`config.mk`:
```
export PLATFORM = sky130hd
export DESIGN_NAME = pli_ram
export DESIGN_NICKNAME = d
export VERILOG_FILES = /design/src/pli_ram.sv
export SDC_FILE = /design/constraint.sdc
export NUM_CORES = 2
export LEC_CHECK = 0
export BUFFER_PORTS_ARGS = -buffer_cell sky130_fd_sc_hd__clkbuf_2
export CELL_PAD_IN_SITES_DETAIL_PLACEMENT = 0
export CELL_PAD_IN_SITES_GLOBAL_PLACEMENT = 2
export CORE_ASPECT_RATIO = 1.1
export CORE_MARGIN = 2
export CORE_UTILIZATION = 29
export DETAILED_ROUTE_END_ITERATION = 7
export GPL_TIMING_DRIVEN = 0
export PLACE_DENSITY = 0.62
export SLEW_MARGIN = 5
export SYNTH_ARGS = -nofsm -noshare
export SYNTH_HDL_FRONTEND = slang
export SYNTH_SLANG_ARGS = --single-unit
```
`constraint.sdc`:
```
create_clock -name clk -period 6.6 [get_ports clk]
set_input_delay 0 -clock clk [delete_from_list [all_inputs] [get_ports clk]]
set_output_delay 0 -clock clk [all_outputs]
set_load 0.1 [all_outputs]
```
`src/pli_ram.sv`:
```
// Generic single-port-write, single-port-read RAM with registered read data.
// Depends on nothing; used for the breakpoint tables.
`default_nettype none

module pli_ram #(
	parameter int WIDTH = 32,
	parameter int DEPTH = 64
) (
	input  wire logic                     clk,
	input  wire logic                     we,
	input  wire logic [$clog2(DEPTH)-1:0] waddr,
	input  wire logic [WIDTH-1:0]         wdata,
	input  wire logic [$clog2(DEPTH)-1:0] raddr,
	output logic      [WIDTH-1:0]         rdata
);

	logic [WIDTH-1:0] mem_q [DEPTH];

	always_ff @(posedge clk) begin
		if (we) begin
			mem_q[waddr] <= wdata;
		end
		rdata <= mem_q[raddr];
	end

endmodule

`default_nettype wire

```
### After elaboration in Yosys (flattened, before gate mapping)

Memory sizes are Yosys's and may differ from the RTL's. A register that Yosys moved wholly into a read port is not among the register bits.
Cells that the tools add are included.

* register bits after elaboration: 0
* RAM bits: 2048
* bits of input ports: 46
* logic and storage cells: 3
* memories kept: 1

* muxes and demuxes: 2

Memory list
* mem_q: words 64, width 32, read ports 1, clocked after Yosys merged registers in 1, write ports 1, line 17 `logic [WIDTH-1:0] mem_q [DEPTH];`

Operators by type and width (count)
* two-way mux 1 bit: 2

### Longest topological paths before layout

* depth after elaboration: 2
* depth in mapped cells: 10
* depth with buffers taken out: 5

### Least setup slack after synthesis

Ideal clock, no wire load.

* path type: input port to flip-flop
* start: input waddr[3]
* end: memory mem_q[48][0] (enable)
* arrival: 2.699 ns
* data required time: 6.139 ns
* path slack: 3.440 ns
* cell stages on the path: 4
* path buffers: 1
* path through: clkbuf_1 > nor2b_1 > nand4b_1 > nor3_1

RTL lines
* from (decl): line 11 `input wire logic [$clog2(DEPTH)-1:0] waddr,`
* to (decl): line 17

No word-level cell before the write port.

==> flow_metrics.py <==
metrics = {
    "status": {
        "status": "finished, final reports clean",
    },
    "timing": {
        "setup_ws_ns": 2.76,
        "hold_viol": 0,
        "layout_min_cycle_time_ns": 3.84,
        "tightest_slew_ns": 1.45,
        "setup_viol": 0,
        "skew_ns": 0.0875,
        "slew_headroom_pct": 3.30,
        "timing.fmax_mhz": 260,
        "final.period_utilization_pct": 58.2,
        "rsz0062_at_grt": "false",
        "finalSetupTns_ns": 0,
        "slew_viol_final": 0,
    },
    "clock_network": {
        "clockBufferDepth": 4,
        "cts_buffers": 213,
        "tritoncts": "yes",
        "htree_levels": 4,
        "cts-root-buf": "clkbuf_16",
        "postCtsResizedCells": 0,
        "clock_sinks": 2080,
        "cts_setup_buffers": 0,
        "clkLatencyLatePin_ns": 0.89,
        "clk_pin_slew_worst_paths_ns": 0.06,
    },
    "die": {
        "start_util_pct": 29.1,
        "io_pins": 78,
        "core_um2": 270000,
        "die_h_um": 550,
        "rows": 200,
        "die_area_um2": 275000,
        "fp.dieW_um": 500,
    },
    "finish": {
        "layout.nets": 3807,
        "final_common_cell": "edfxtp_1",
        "final_cell_mix": "edfxtp_1 (2,048), mux4_2 (544), clkbuf_16 (214)",
        "final_cell_area_um2": 93100,
        "area_growth_syn_to_layout_pct": 18.6,
        "drive_gt1_share_pct": 29.7,
    },
    "logic_synthesis": {
        "ys_ff_latch": 2080,
        "synth_top_family_by_area": "multiplexers",
        "ys_seq_area_share_pct": 79.1,
        "syn-num-nets": 3370,
        "synth_fa_ha_area_share_pct": 0,
        "syn_inst": 3324,
        "synth_top_cell_by_area": "edfxtp_1",
        "synth_top_area_share_pct": 78.3,
        "synthMuxAreaShare_pct": 16.8,
        "synth_warnings": 0,
        "yosys.area_share.simple_pct": 1.27,
        "synth.area.top_cells": "edfxtp_1 (78%), mux4_2 (16%), mux2i_1 (1.2%), dfxtp_1 (0.82%), o22ai_1 (0.67%)",
        "synth_xor_area_share_pct": 0,
        "synth-compound-area-share_pct": 1.67,
        "syn_avg_cell_area_um2": 23.6,
        "syn_area_um2": 78500,
        "synth_cell_type_count": 34,
    },
    "setup_path": {
        "r2r_start": "mem_q[15][18]",
        "path_cells": "buf_2 > buf_2 > buf_2 > buf_1 > nand3b_1 > o221ai_1 > a21oi_1 > a21oi_1 > nor2_1",
        "r2r_end": "rdata[18]",
        "worstPathArrival_ns": 4.46,
        "path_max_fanout": 10,
        "r2r_slack_ns": 3.62,
        "cp_common_cell": "buf_2",
        "startpoint": "raddr[1]",
        "endpoint_kind": "register",
        "startpoint_type": "input pin",
        "worstRegToRegCells": 4,
        "cp_slowest_cell": "buf_1",
        "worst-setup-path-type": "in -> reg",
        "worstPathRequired_ns": 7.22,
        "cp_slowest_stage_delay_ns": 0.79,
    },
    "global_route": {
        "grt_max_degree": 65,
        "grt_pass1_vias": 38600,
        "grt_pass1_wl_mm": 339,
        "grt.total_usage_pct": 18.2,
        "antenna_found_initial": 24,
        "grt-ovfl-total": 0,
    },
    "placement": {
        "post-dp-hpwl_mm": 170,
        "pre_cts_ws_ns": 1.91,
        "gp_congestion": 0.824,
        "io_buffers": 69,
        "placedInstanceArea_um2": 86100,
    },
    "power": {
        "power_density_nw_per_um2": 302,
        "pwr-share-clk_pct": 41.3,
        "switching_share_pct": 22.7,
        "p_switching_mw": 6.39,
        "seq_power_share_pct": 52.2,
        "finalPower_mw": 28.1,
        "vdd_drop_max_mv": 0.239,
        "combPwrFrac_pct": 6.5,
        "power_leakage_nw": 28.5,
        "p_int_mw": 21.7,
    },
    "hold_path": {
        "hold_path_depth": 2,
        "hold_class": "in -> reg",
        "min_to": "mem_q[7][17]",
        "min_from": "wdata[17]",
    },
    "drt": {
        "route.vias.total": 38500,
        "wl_per_cell_um": 33.9,
        "routed_via_density": 5.15,
        "detail_route.drc_violations": 0,
        "antenna_left": 0,
        "dr.pass1.iters": 5,
        "drt_iter0_drc": 4947,
        "wl_mm": 254,
    },
    "job": {
        "maxCapViolCount": 0,
    },
}
## power by group through the flow
| stage | clock (mW) | combinational, mW | sequential (mW) |
|---|---|---|---|
| 3_3_place_gp | 0 | 1.76 | 14.9 |
| 2_1_floorplan | 0 | 0.711 | 15.1 |
| 5_1_grt | 12.2 | 1.90 | 14.7 |
| 6_report | 11.6 | 1.84 | 14.7 |
| 4_1_cts | 11.8 | 1.85 | 14.7 |
| 3_5_place_dp | 0 | 1.83 | 14.9 |
## worst max-delay path, delay by kind of cell
family	cells	cell delay [ns]
AO/OA/AOI/OAI	3	1.31
buffers and inverters	4	2.02
AND/OR/NAND/NOR	2	1.08
## cells by family after synthesis
logic type,after synthesis
mux,637
compound gates,202
buf+inv,182
simple gates,223
flops,2080
## sequential cells by signal (all words and copies together) (netlist names)
name,cells
mem_q,2048
rdata,32
## per-stage QoR
step / hold WS (ns) / util, % / std cells
finish: 0.124 / 34.6 / 7479
global route: 0.108 / 34.6 / 7475
CTS: 0.0857 / 34.5 / 7440
detailed placement: 0.496 / 31.9 / 7038
global placement: 0.633 / 30.9 / 6928
floorplan: 0.0989 / - / 3324
## final cells by class
| cell class | instances | area (um^2) |
|---|---|---|
| well taps | 3535 | 4420 |
| clock inverters | 109 | 942 |
| diodes | 24 | 60.1 |
| clock buffers | 265 | 5580 |
| multi-input cells | 1062 | 16000 |
| fillers | 24700 | 176000 |
| flip-flops and latches | 2080 | 62100 |
| repair buffers | 222 | 3140 |
| plain buffers | 182 | 897 |
## worst max-delay path by stage
stage / endpoint / slack (ns) / cells past startpoint
floorplan: mem_q[48][0] / 3.44 / 4
global placement: mem_q[48][10] / -0.46 / 4
detailed placement: rdata[15] / 1.91 / 9
CTS: rdata[15] / 2.79 / 9
global route: rdata[15] / 2.65 / 9
finish: rdata[15] / 2.76 / 9
## timing repair
action                     in CTS  in global routing
hold endpoints to repair      925                550
setup endpoints to repair       0                  0
hold buffers                   28                 11
## layer usage
metal	global-route usage [%]	wire, um	vias to the layer above
li1	-	-	15200
met4	6.66	9320	12
met2	30.6	126000	1618
met3	3.52	18400	373
met1	23.3	99700	21300
met5	0	74	-
## Yosys cell counts (all sizes together)
cell,instances
mux4,544
or3,3
nand3b,5
nand2,26
or2,3
nand4,2
nor3,7
a21oi,62
nand3,5
o22ai,84
clkbuf,74
o221ai,27
a22oi,12
nor2,137
nand4b,1
a41o,4
edfxtp,2048
and2,2
or3b,5
and3,4
dfxtp,32
nand2b,8
a31oi,1
o32ai,4
nor2b,15
a311oi,8
mux2i,93
buf,108
Note: power is estimated with default switching activity, not from simulation.
