--- config.mk ---
export PLATFORM = sky130hd
export DESIGN_NAME = pli_muldiv
export DESIGN_NICKNAME = d
export VERILOG_FILES = /design/src/pli_pkg.sv /design/src/pli_muldiv.sv
export SDC_FILE = /design/constraint.sdc
export NUM_CORES = 1
export LEC_CHECK = 0
export BUFFER_PORTS_ARGS = -buffer_cell sky130_fd_sc_hd__buf_2
export CORE_AREA = 2 2 128 130
export DETAILED_ROUTE_END_ITERATION = 10
export DIE_AREA = 0 0 130 132
export PLACE_DENSITY = 0.8
export SLEW_MARGIN = 20
export SYNTH_ARGS = -nofsm -noshare
export SYNTH_HDL_FRONTEND = slang
export SYNTH_SLANG_ARGS = --single-unit
--- constraint.sdc ---
create_clock -name clk -period 4.25 [get_ports clk]
set_clock_uncertainty 0.05 [all_clocks]
set_input_delay 0.425 -clock clk [delete_from_list [all_inputs] [get_ports clk]]
set_output_delay 0.425 -clock clk [all_outputs]
set_load 0.005 [all_outputs]
--- src/pli_pkg.sv ---
// Package for the piecewise linear interpolation core: payload structs, codes,
// sequencer states and the request/response types of the multiply-divide unit.
// No dependencies; pli_muldiv, the core and the checker import it.
`default_nettype none

package pli_pkg;

	// Fixed field widths of the channels.
	localparam int DATA_WIDTH = 32;
	localparam int PROD_W     = 2 * DATA_WIDTH;
	localparam int CFG_W      = 7;
	localparam int PIDX_W     = 6;
	localparam int SEG_W      = 6;
	localparam int STAT_W     = 2;

	// Defaults for the top-level parameters.
	localparam int MAX_POINTS_DEF = 64;
	localparam int FRAC_BITS_DEF  = 16;

	// Item function codes.
	localparam logic FUNC_LOAD  = 1'b0;
	localparam logic FUNC_QUERY = 1'b1;

	// Result status codes.
	localparam logic [STAT_W-1:0] STATUS_IN_RANGE = 2'd0;
	localparam logic [STAT_W-1:0] STATUS_BELOW    = 2'd1;
	localparam logic [STAT_W-1:0] STATUS_ABOVE    = 2'd2;
	localparam logic [STAT_W-1:0] STATUS_BAD      = 2'd3;

	typedef struct packed {
		logic                         func;
		logic [PIDX_W-1:0]            point_index;
		logic signed [DATA_WIDTH-1:0] x_value;
		logic signed [DATA_WIDTH-1:0] y_value;
	} pli_item_t;

	typedef struct packed {
		logic signed [DATA_WIDTH-1:0] interp_value;
		logic signed [DATA_WIDTH-1:0] slope_out;
		logic [SEG_W-1:0]             segment;
		logic [STAT_W-1:0]            status;
	} pli_result_t;

	typedef enum logic [4:0] {
		ST_IDLE,
		ST_FIRST,
		ST_LAST,
		ST_SADDR,
		ST_SCMP,
		ST_SEG,
		ST_SEG0,
		ST_SEG1,
		ST_DY,
		ST_MAG,
		ST_XD,
		ST_MULGO,
		ST_MUL,
		ST_DIV1GO,
		ST_DIV1,
		ST_VAL,
		ST_DIV2,
		ST_SLOPE,
		ST_DONE
	} pli_state_t;

	typedef enum logic {
		MDU_MUL,
		MDU_DIV
	} mdu_op_t;

	typedef struct packed {
		logic    start;
		mdu_op_t op;
	} mdu_req_t;

	typedef struct packed {
		logic done;
		logic ovf;
	} mdu_rsp_t;

endpackage

`default_nettype wire

--- src/pli_muldiv.sv ---
// Bit-serial unsigned multiply (shift-add) and restoring divide over one adder.
// Depends on pli_pkg for widths and the request/response structs.
`default_nettype none

module pli_muldiv import pli_pkg::*; (
	input  wire logic                  clk,
	input  wire logic                  arst_n,
	input  wire mdu_req_t              req,
	input  wire logic [PROD_W-1:0]     num,
	input  wire logic [DATA_WIDTH-1:0] den,
	output mdu_rsp_t                   rsp,
	output logic      [PROD_W-1:0]     prod,
	output logic      [DATA_WIDTH-1:0] quo
);

	localparam int DW  = DATA_WIDTH;
	localparam int CW  = $clog2(DW + 1);
	localparam int ADW = DW + 2;

	logic           busy_q;
	mdu_op_t        op_q;
	logic [CW-1:0]  cnt_q;
	logic [DW-1:0]  acc_q;
	logic [DW-1:0]  lo_q;
	logic [DW-1:0]  den_q;
	logic           ovf_q;

	logic [ADW-1:0] add_a;
	logic [ADW-1:0] add_b;
	logic           cin;
	logic [ADW-1:0] sum;
	logic           ge;
	logic           check;
	logic           last;

	// Divide's first step tests the high half against the divisor.
	assign check = (op_q == MDU_DIV) && (cnt_q == '0);
	assign last  = (cnt_q == CW'(DW));

	always_comb begin
		case (op_q)
			MDU_MUL: begin
				add_a = ADW'(acc_q);
				add_b = lo_q[0] ? ADW'(den_q) : '0;
				cin   = 1'b0;
			end
			MDU_DIV: begin
				add_a = check ? ADW'(acc_q) : ADW'({acc_q, lo_q[DW-1]});
				add_b = ~ADW'(den_q);
				cin   = 1'b1;
			end
			default: begin
				add_a = '0;
				add_b = '0;
				cin   = 1'b0;
			end
		endcase
		sum = add_a + add_b + ADW'(cin);
		ge  = !sum[ADW-1];
	end

	always_ff @(posedge clk or negedge arst_n) begin
		if (!arst_n) begin
			busy_q <= 1'b0;
			op_q   <= MDU_MUL;
			cnt_q  <= '0;
		end else if (req.start) begin
			busy_q <= 1'b1;
			op_q   <= req.op;
			cnt_q  <= (req.op == MDU_DIV) ? CW'(0) : CW'(1);
		end else if (busy_q) begin
			cnt_q <= cnt_q + CW'(1);
			if (last) begin
				busy_q <= 1'b0;
			end
		end
	end

	always_ff @(posedge clk) begin
		if (req.start) begin
			den_q <= den;
			acc_q <= (req.op == MDU_DIV) ? num[PROD_W-1:DW] : '0;
			lo_q  <= num[DW-1:0];
			ovf_q <= 1'b0;
		end else if (busy_q) begin
			if (op_q == MDU_MUL) begin
				acc_q <= sum[DW:1];
				lo_q  <= {sum[0], lo_q[DW-1:1]};
			end else if (check) begin
				ovf_q <= ge;
			end else begin
				lo_q  <= {lo_q[DW-2:0], ge};
				acc_q <= ge ? sum[DW-1:0] : {acc_q[DW-2:0], lo_q[DW-1]};
			end
		end
	end

	assign rsp.done = busy_q && last;
	assign rsp.ovf  = ovf_q;
	assign prod     = {acc_q, lo_q};
	assign quo      = lo_q;

endmodule

`default_nettype wire

* After elaboration in Yosys (flattened, before gate mapping)
Index checks and enable logic that the tools add are counted.
** Cells by class
- Add/sub/neg operators :: 3
- Eq/ne operators :: 2
- Multiplexer cells :: 21
- Bitwise logic cells :: 2
- Reduce and logical (&&, ||, !) cells :: 7
** Operators by type and width (count)
- $mux W32 :: 11
- $pmux W34 S2 :: 2
- $add A34 B1 Y34 :: 1
- $add A34 B34 Y34 :: 1
- $not A32 Y34 :: 1
- $mux W33 :: 1
- $mux W6 :: 2
- $add A6 B1 Y6 const B :: 1
- $eq A6 B6 Y1 const B :: 1
- $logic_not A6 Y1 :: 1
- $mux W1 :: 4
- $ne A3 B3 Y1 const B :: 1
- $reduce_and A3 Y1 :: 1
- $logic_and A1 B1 Y1 :: 2
- $pmux W1 S2 :: 1
- $reduce_and A2 Y1 :: 1
- $reduce_bool A2 Y1 :: 1
- $logic_not A1 Y1 :: 1
- $not A1 Y1 :: 1
** Word-level totals
- Bits in registers :: 105
- Input port bits :: 100
- Output and inout bits :: 98

* Longest topological paths before layout
Gate-level depths: netlist of the first run.
- Depth after elaboration :: 11
- Mapped depth :: 17
- Mapped depth without buffers :: 16

* Least setup slack after synthesis of the first run
Ideal clock, no wire load.
- Path kind :: reg-to-reg
- Start :: reg cnt_q[0]
- End :: reg acc_q[29], data pin
- Arrival time :: 4.324 ns
- Required time :: 3.925 ns
- Slack :: -0.399 ns
- Cell stages (with the launch flop) :: 18
- Path buffers :: 1
- Cells stage by stage :: dfrtp_1 inv_1 ha_1 or4b_1 o21ai_1 clkbuf_1 mux2i_1 fa_1 inv_1 fa_1 a211oi_1 o211ai_2 or4b_1 a2111oi_2 o211ai_1 a31oi_2 xnor2_1 o221ai_1
** Between the ends
- Word-level cells in the longest chain between the ends :: 11
** RTL lines
- start, declared :: line pli_muldiv.sv:22 : logic [CW-1:0] cnt_q;
- start signal, assigned :: line pli_muldiv.sv:70 : cnt_q <= (req.op == MDU_DIV) ? CW'(0) : CW'(1);
- start signal, assigned :: line pli_muldiv.sv:72 : cnt_q <= cnt_q + CW'(1);
- $logic_not A6 Y1 (*) :: line pli_muldiv.sv:37 : assign check = (op_q == MDU_DIV) && (cnt_q == '0);
- $logic_and A1 B1 Y1 (*) :: line pli_muldiv.sv:37
- $mux W33 (*) :: line pli_muldiv.sv:48 : add_a = check ? ADW'(acc_q) : ADW'({acc_q, lo_q[DW-1]});
- $pmux W34 S2 (*) :: line pli_muldiv.sv:41 : case (op_q)
- $add A34 B34 Y34 (*) :: line pli_muldiv.sv:58 : sum = add_a + add_b + ADW'(cin);
- $add A34 B1 Y34 (*) :: line pli_muldiv.sv:58
- $mux W32 :: line pli_muldiv.sv:93 : acc_q <= ge ? sum[DW-1:0] : {acc_q[DW-2:0], lo_q[DW-1]};
- $mux W32 :: line pli_muldiv.sv:89 : end else if (check) begin
- $mux W32 (*) :: line pli_muldiv.sv:86 : if (op_q == MDU_MUL) begin
- $mux W32 (*) :: line pli_muldiv.sv:85 : end else if (busy_q) begin
- $mux W32 (*) :: line pli_muldiv.sv:80 : if (req.start) begin
- end signal, assigned :: line pli_muldiv.sv:82 : acc_q <= (req.op == MDU_DIV) ? num[PROD_W-1:DW] : '0;
- end signal, assigned :: line pli_muldiv.sv:87 : acc_q <= sum[DW:1];
- end signal, assigned :: line pli_muldiv.sv:93
- end, declared :: line pli_muldiv.sv:23 : logic [DW-1:0] acc_q;
Every way passes the cells marked *; elsewhere a longest branch is shown, timed or not. The select of a mux whose other input is x is not followed.
A chain may end at the register's enable or synchronous reset.

* Final worst setup path of the first run
- Start :: reg cnt_q[1]
- End :: reg acc_q[30], data pin
The elaborated chain is that of the path after synthesis.

==> results.txt, run 1 <==
Pwr Density = 620 nW/µm²
Clk buf depth = 2
Initial antenna violation count = 0
Post-synthesis mux area share = 11.6%
Via density = 5.98
Max Cap Violations = 0
Non-filler instance count after layout = 1252
Xor/xnor share of the synthesized area = 3.83%
P_leak = 4.47 nW
Maximum clock rate = 0.215 GHz
Synthesized area = 7550 µm²
Final worst slack = -0.407 ns
CTS Buf Count = 9
Net Count, Synth = 920
Total power = 6.39 mW
CP max FO = 6
Clock slew at reported path FFs = 0.08 ns
Grt ovf = 0
Routed Antenna Nets = 0
DRC = 0
Post-Synth Simple-Gate Area = 11.3%
Post-synthesis compound-gate area fraction = 19.6%
Total iterations of the first detailed-routing run = 6
Synth Area per Inst = 9.62 µm²
Row cnt = 46
VDD IR max = 286 µV
Critical Path Sink Type = flop
Min-delay worst type = primary input to flop
Largest family of logic cells by synthesized area = compound AO/OA/AOI/OAI gates
Distinct cells, synth = 61
Clock Latency Late Sink = 0.37 ns
Worst slew pin tran = 0.928 ns
Clk root buf = clkbuf_16
DR iter-0 viols = 944
Syn. warnings = 0
Slew HR = 37.9%
CTS tree = built
Flops & latches, synth = 105
Fin nets = 1166
Total wire length = 25200 µm
Top_reg_cell synth = edfxtp_1
Initial Utilization = 48.1%
Die ar. = 17200 µm²
First-pass GRT wire length = 37000 µm
Final setup vio count = 34
EDFF count, synth = 96
# IOs = 198
Routability Congestion = 0.986
Routed via count = 7486
Synth-to-Final Area Change = 36.5%
Maximum number of pins on one net before global-route repair = 76
Post-detail-place hpwl = 16500 µm
Multi-input gate area = 4540 µm²
Sequential Area = 3100 µm²
WS Path Type = flop to flop
Core Area = 15700 µm²
Drt wl/cell = 20.1 µm
Placed cells = 1194
ANT cells = 0
Syn Inst Count = 785
Status = finished, violations left
# fillers = 1194
# clock sinks = 105
Fin crit share = 110%
Worst Path Required = 4.31 ns
Minimum clock period = 4.66 ns
Startpoint types = flop
Post-Synth Adder-Cell Area = 6.00%
Total Routing Usage GR = 27.4%
# port buffers = 197
Final max-slew violation count = 0
Fraction of layout cells with a size suffix above 1 = 43.5%
Post-synthesis sequential area ratio = 41.1%
RSZ-0062 raised after global routing = true
Worst Path Arrival = 4.71 ns
CTS H-Tree Depth = 3
Vias in the first global route = 7057
Die Span Y = 132 µm
Final Hold Viols = 0
Failing checks = setup timing
Post-synth ARST share = 7.62%
Chip width = 130 µm
[state kept, by name, summed over array words and instances, names as in the netlist]
signal  count
op_q        1
busy_q      1
ovf_q       1
cnt_q       6
acc_q      32
den_q      32
quo        32
[what timing repair did]
item,CTS,global route
pin swaps,16,24
hold buffers,1,0
setup buffers,21,18
gates resized for setup,69,53
hold endpoints to repair,8,0
setup endpoints to repair,32,34
gates cloned,3,0
[layout by cell type (no fill, tap or decap), types with 11 or more instances in the layout]
master / count
a21oi_2: 13
o21ai_1: 29
a22oi_1: 20
o21ai_0: 74
mux2_2: 20
ha_4: 16
nor2_1: 29
xnor2_1: 14
buf_2: 196
nand2_1: 100
ha_1: 16
xor2_1: 13
a21oi_1: 33
nand4_1: 11
edfxtp_1: 96
mux2i_1: 48
mux2_4: 11
buf_4: 105
[path summary, 6_finish.rpt]
check / start / cells after the start / slack (ns) / to
max: cnt_q[1]$_DFFE_PN0P_ / 17 / -0.41 / acc_q[30]$_DFFE_PP_
min: den[16] / 1 / 0.18 / den_q[16]$_DFFE_PP_
max in group asynchronous: arst_n / 2 / 3.56 / op_q$_DFFE_PN0P_
min in group asynchronous: arst_n / 2 / 0.40 / cnt_q[0]$_DFFE_PN0P_
min reg2reg: ovf_q$_SDFFE_PP0P_ / 2 / 0.46 / ovf_q$_SDFFE_PP0P_
max reg2reg: cnt_q[1]$_DFFE_PN0P_ / 17 / -0.41 / acc_q[30]$_DFFE_PP_
[per-layer routing]
layer	vias up	track usage, %	wire length, µm
li1	3381	-	-
met1	3546	37.2	9910
met2	491	44.0	12200
met3	68	5.60	2310
met4	0	8.72	788
met5	-	0	0
[cell usage after synthesis, types with 2 or more instances]
cell	number	area [µm²]
xor2_1	14	123
edfxtp_1	96	2880
o21ai_0	86	430
or3_1	5	31.3
buf_4	33	248
mux2_2	31	349
a21oi_1	48	240
nand2_1	103	387
nor2_1	34	128
a32oi_1	2	17.5
nand2b_1	2	12.5
a22oi_1	22	165
or2_2	3	18.8
nand3_1	8	40.0
and2_1	2	12.5
inv_1	11	41.3
ha_1	33	413
nor4_1	4	25.0
buf_2	2	10.0
mux2i_1	53	531
o221ai_1	3	26.3
or4b_1	2	20.0
o21ai_1	25	125
nand4_1	11	68.8
o211ai_1	8	60.1
a221oi_1	2	17.5
fa_1	2	40.0
nor3_1	9	45.0
o21a_1	4	30.0
dfrtp_1	8	200
xnor2_1	19	166
clkbuf_1	43	161
and3_1	2	12.5
a31oi_1	6	37.5
a211oi_1	5	37.5
a21boi_0	2	15.0
a21o_1	11	82.6
nor2b_1	4	25.0
o21bai_1	5	37.5
[worst max-delay path, cell delays in order, from the launching register on]
cell	delay, ns
dfrtp_1	0.39
inv_1	0.07
ha_2	0.18
or4b_4	0.48
o21ai_4	0.19
buf_12	0.14
buf_4	0.14
buf_16	0.13
mux2_2	0.38
ha_4	0.31
o21ai_1	0.11
or4b_4	0.57
a2111oi_4	0.46
o211ai_1	0.21
a31oi_2	0.27
buf_4	0.16
o41a_1	0.12
nand2_1	0.05
[where the power goes]
group	switching (mW)	internal (mW)
Clock	0.412	0.462
Sequential	0.283	1.42
Combinational	1.96	1.86
[cells by family (layout without fill, tap and decap cells)]
logic type | count (synthesis) | after routing
adders and majority gates | 35 | 35
muxes | 84 | 84
buffers and inverters | 93 | 344
DFF | 105 | 105
xor gates and xnor gates | 33 | 33
AOI/OAI and AO/OA | 243 | 243
and+or+nand+nor | 192 | 192
[per-stage QoR]
stage | worst slack, ns | setup TNS (ns) | instance area (µm²) | utilization, % | hold slack, ns
4_1_cts | -0.202 | -1.29 | 9930 | 63.2 | 0.173
5_1_grt | -0.519 | -8.75 | 10300 | 65.6 | 0.168
3_3_place_gp | -0.153 | -0.461 | 9010 | 57.3 | 0.232
6_report | -0.407 | -5.36 | 10300 | 65.6 | 0.178
3_5_place_dp | -0.217 | -2.89 | 9010 | 57.3 | 0.232
2_1_floorplan | -0.00645 | -0.00645 | 7610 | - | 0.0794
[cell type report]
class                      instances  area share, %
multi-input combinational        587           44.0
sequential                       105           30.1
timing repair buffer             316           19.8
tap                              216           2.62
clock buffer                       9           2.19
clock inverter                     7          0.765
inverter                          12          0.437
Power figures use the tool's default switching activity.
==> run 2, diff against run 1 <==
--- a/config.mk
+++ b/config.mk
@@ -6,10 +6,10 @@
 export NUM_CORES = 1
 export LEC_CHECK = 0
 export BUFFER_PORTS_ARGS = -buffer_cell sky130_fd_sc_hd__buf_2
-export CORE_AREA = 2 2 128 130
+export CORE_AREA = 2 2 118 120
 export DETAILED_ROUTE_END_ITERATION = 10
-export DIE_AREA = 0 0 130 132
-export PLACE_DENSITY = 0.8
+export DIE_AREA = 0 0 120 122
+export PLACE_DENSITY = 0.89
 export SLEW_MARGIN = 20
 export SYNTH_ARGS = -nofsm -noshare
 export SYNTH_HDL_FRONTEND = slang
==> constraint.sdc (replaced) <==
create_clock -name clk -period 5.8 [get_ports clk]
set_clock_uncertainty 0.05 [all_clocks]
set_input_delay 0.58 -clock clk [delete_from_list [all_inputs] [get_ports clk]]
set_output_delay 0.58 -clock clk [all_outputs]
set_load 0.005 [all_outputs]
==> results.txt, run 2 (same netlist as run 1, synthesis figures left out) <==
Final setup vio count = 0 (was 34)
Initial Utilization = 55.9% (was 48.1%)
Routed Antenna Nets = 0 (unchanged)
Setup total negative slack = 0 ns (was -5.36 ns)
DR iter-0 viols = 606 (was 944)
Synth-to-Final Area Change = 15.1% (was 36.5%)
Crit. path cell count = 17 (unchanged)
VDD IR max = 297 µV (was 286 µV)
Die ar. = 14600 µm² (was 17200 µm²)
Most common cell after layout, fill and taps aside = buf_2 (unchanged)
Total iterations of the first detailed-routing run = 5 (was 6)
Buffers & Inverters on Critical Path = 3 (was 5)
Hold Buf Count CTS = 1 (unchanged)
Maximum number of pins on one net before global-route repair = 76 (unchanged)
Fin nets = 1058 (was 1166)
Worst Path Required = 5.86 ns (was 4.31 ns)
Clk buf depth = 2 (unchanged)
Die Span Y = 122 µm (was 132 µm)
CP max FO = 33 (was 6)
DRC = 0 (unchanged)
Max Cap Violations = 0 (unchanged)
CTS Buf Count = 9 (unchanged)
# port buffers = 197 (unchanged)
Chip width = 120 µm (was 130 µm)
# clock sinks = 105 (unchanged)
Initial antenna violation count = 0 (unchanged)
Startpoint types = flop (unchanged)
Reg power frac = 33.3% (was 26.6%)
CTS tree = built (unchanged)
Maximum clock rate = 0.198 GHz (was 0.215 GHz)
Core Area = 13500 µm² (was 15700 µm²)
Clk root buf = clkbuf_16 (unchanged)
Largest stage delay on the critical path = 0.49 ns (was 0.57 ns)
Min-delay worst type = primary input to flop (unchanged)
Worst slew pin tran = 0.898 ns (was 0.928 ns)
Slew HR = 39.9% (was 37.9%)
RR Startpoint = cnt_q[0]$_DFFE_PN0P_ (was cnt_q[1]$_DFFE_PN0P_)
ANT cells = 0 (unchanged)
Routability Congestion = 0.939 (was 0.986)
Drt wl/cell = 17.9 µm (was 20.1 µm)
Row cnt = 43 (was 46)
Clock Latency Late Sink = 0.36 ns (was 0.37 ns)
Clock slew at reported path FFs = 0.07 ns (was 0.08 ns)
Final Hold Viols = 0 (unchanged)
P_int = 2.13 mW (was 3.74 mW)
Minimum clock period = 5.05 ns (was 4.66 ns)
R2r endpoint = acc_q[23]$_DFFE_PP_ (was acc_q[30]$_DFFE_PP_)
Crit path max-delay family = compound AO/OA/AOI/OAI gates (unchanged)
Total Routing Usage GR = 27.3% (was 27.4%)
Fin crit share = 87.1% (was 110%)
Critical path capture point = acc_q[23]$_DFFE_PP_ (was acc_q[30]$_DFFE_PP_)
Post-detail-place hpwl = 14500 µm (was 16500 µm)
Clock power share = 15.9% (was 13.7%)
Vias in the first global route = 6400 (was 7057)
Crit path from = cnt_q[0]$_DFFE_PN0P_ (was cnt_q[1]$_DFFE_PN0P_)
Switching pwr = 1.53 mW (was 2.66 mW)
Total wire length = 19900 µm (was 25200 µm)
Crit-path cells = inv_1 -> ha_1 -> or4b_1 -> o21ai_2 -> buf_4 -> mux2i_1 -> fa_1 -> inv_1 -> fa_1 -> a211oi_1 -> o211ai_2 -> nor3b_1 -> a211oi_1 -> o21ai_0 -> a211oi_1 -> xor2_1 -> o21ai_0 (was inv_1 -> ha_2 -> or4b_4 -> o21ai_4 -> buf_12 -> buf_4 -> buf_16 -> mux2_2 -> ha_4 -> o21ai_1 -> or4b_4 -> a2111oi_4 -> o211ai_1 -> a31oi_2 -> buf_4 -> o41a_1 -> nand2_1)
WS Path Type = flop to flop (unchanged)
Pwr Density = 421 nW/µm² (was 620 nW/µm²)
Fraction of layout cells with a size suffix above 1 = 28.9% (was 43.5%)
Via density = 6.07 (was 5.98)
Total power = 3.66 mW (was 6.39 mW)
R2R depth = 17 (unchanged)
Final max-slew violation count = 0 (unchanged)
Status = finished, final reports clean (was finished, violations left)
Switching share of power = 41.8% (was 41.5%)
# IOs = 198 (unchanged)
Grt ovf = 0 (unchanged)
R2R setup slack = 0.75 ns (was -0.41 ns)
RSZ-0062 raised after global routing = false (was true)
Worst Path Arrival = 5.11 ns (was 4.71 ns)
Routed via count = 6723 (was 7486)
Buffer count from post-CTS setup fixing = 0 (was 21)
First-pass GRT wire length = 31500 µm (was 37000 µm)
Crit-path slowest cell = or4b_1 (was or4b_4)
Critical Path Sink Type = flop (unchanged)
P_leak = 3.78 nW (was 4.47 nW)
CTS resizes = 0 (was 69)
Most used cell, CP = a211oi_1
CTS H-Tree Depth = 3 (unchanged)
Fin Hold WS = 0.336 ns (was 0.178 ns)
Logic gate share of total power = 50.7% (was 59.7%)
Most frequent cells in the layout = buf_2, nand2_1, edfxtp_1, o21ai_0, mux2i_1 (was buf_2, buf_4, nand2_1, edfxtp_1, o21ai_0)
## run 2: changes by cell type in the layout (fill, tap and decap cells not counted), moves of 12 or more
cell	before	now
ha_4	16	0
o21ai_0	74	86
a21oi_2	13	0
a21oi_1	33	48
buf_4	105	11
ha_1	16	33
## run 2: worst min path at each step
stage	end	start	cells past startpoint	slack [ns]
3_3_place_gp	busy_q$_DFF_PN0_	arst_n	1	0.38
5_1_grt	den_q[26]$_DFFE_PP_	den[26]	1	0.32
3_5_place_dp	busy_q$_DFF_PN0_	arst_n	1	0.39
6_report	den_q[4]$_DFFE_PP_	den[4]	1	0.34
2_1_floorplan	busy_q$_DFF_PN0_	arst_n	0	0.23
4_1_cts	den_q[4]$_DFFE_PP_	den[4]	1	0.33
## run 2: layout make-up
cell class,count,area (µm²)
fill,1097,4820
multi-input combinational,587,3960
clock inverter,7,56.3
sequential,105,3100
inverter,12,45.0
tap,180,225
timing repair buffer,208,1070
clock buffer,9,225
## run 2: routing by layer
metal  GRT usage [%]  up-vias  share of wire, %
met5               0        -                 0
met4            9.93        0               2.8
met3            6.13       54               8.0
met2            48.8      369                50
met1            32.1     3133                40
li1                -     3167                 -
## run 2: metrics by stage
stage,cell area (µm²),worst slack (ns),util (%),cells
floorplan,7550,1.15,-,785
global placement,8390,0.988,62.2,1091
detailed placement,8390,0.879,62.2,1091
CTS,8690,0.850,64.3,1108
global route,8690,0.475,64.3,1108
finish,8690,0.747,64.3,1108
## run 2: power by group through the flow
stage / Sequential, mW / Combinational, mW / Clock, mW
CTS: 1.22 / 1.84 / 0.593
detailed placement: 1.23 / 1.82 / 0
global route: 1.24 / 2.04 / 0.627
global placement: 1.23 / 1.78 / 0
floorplan: 1.18 / 1.35 / 0
finish: 1.22 / 1.86 / 0.583
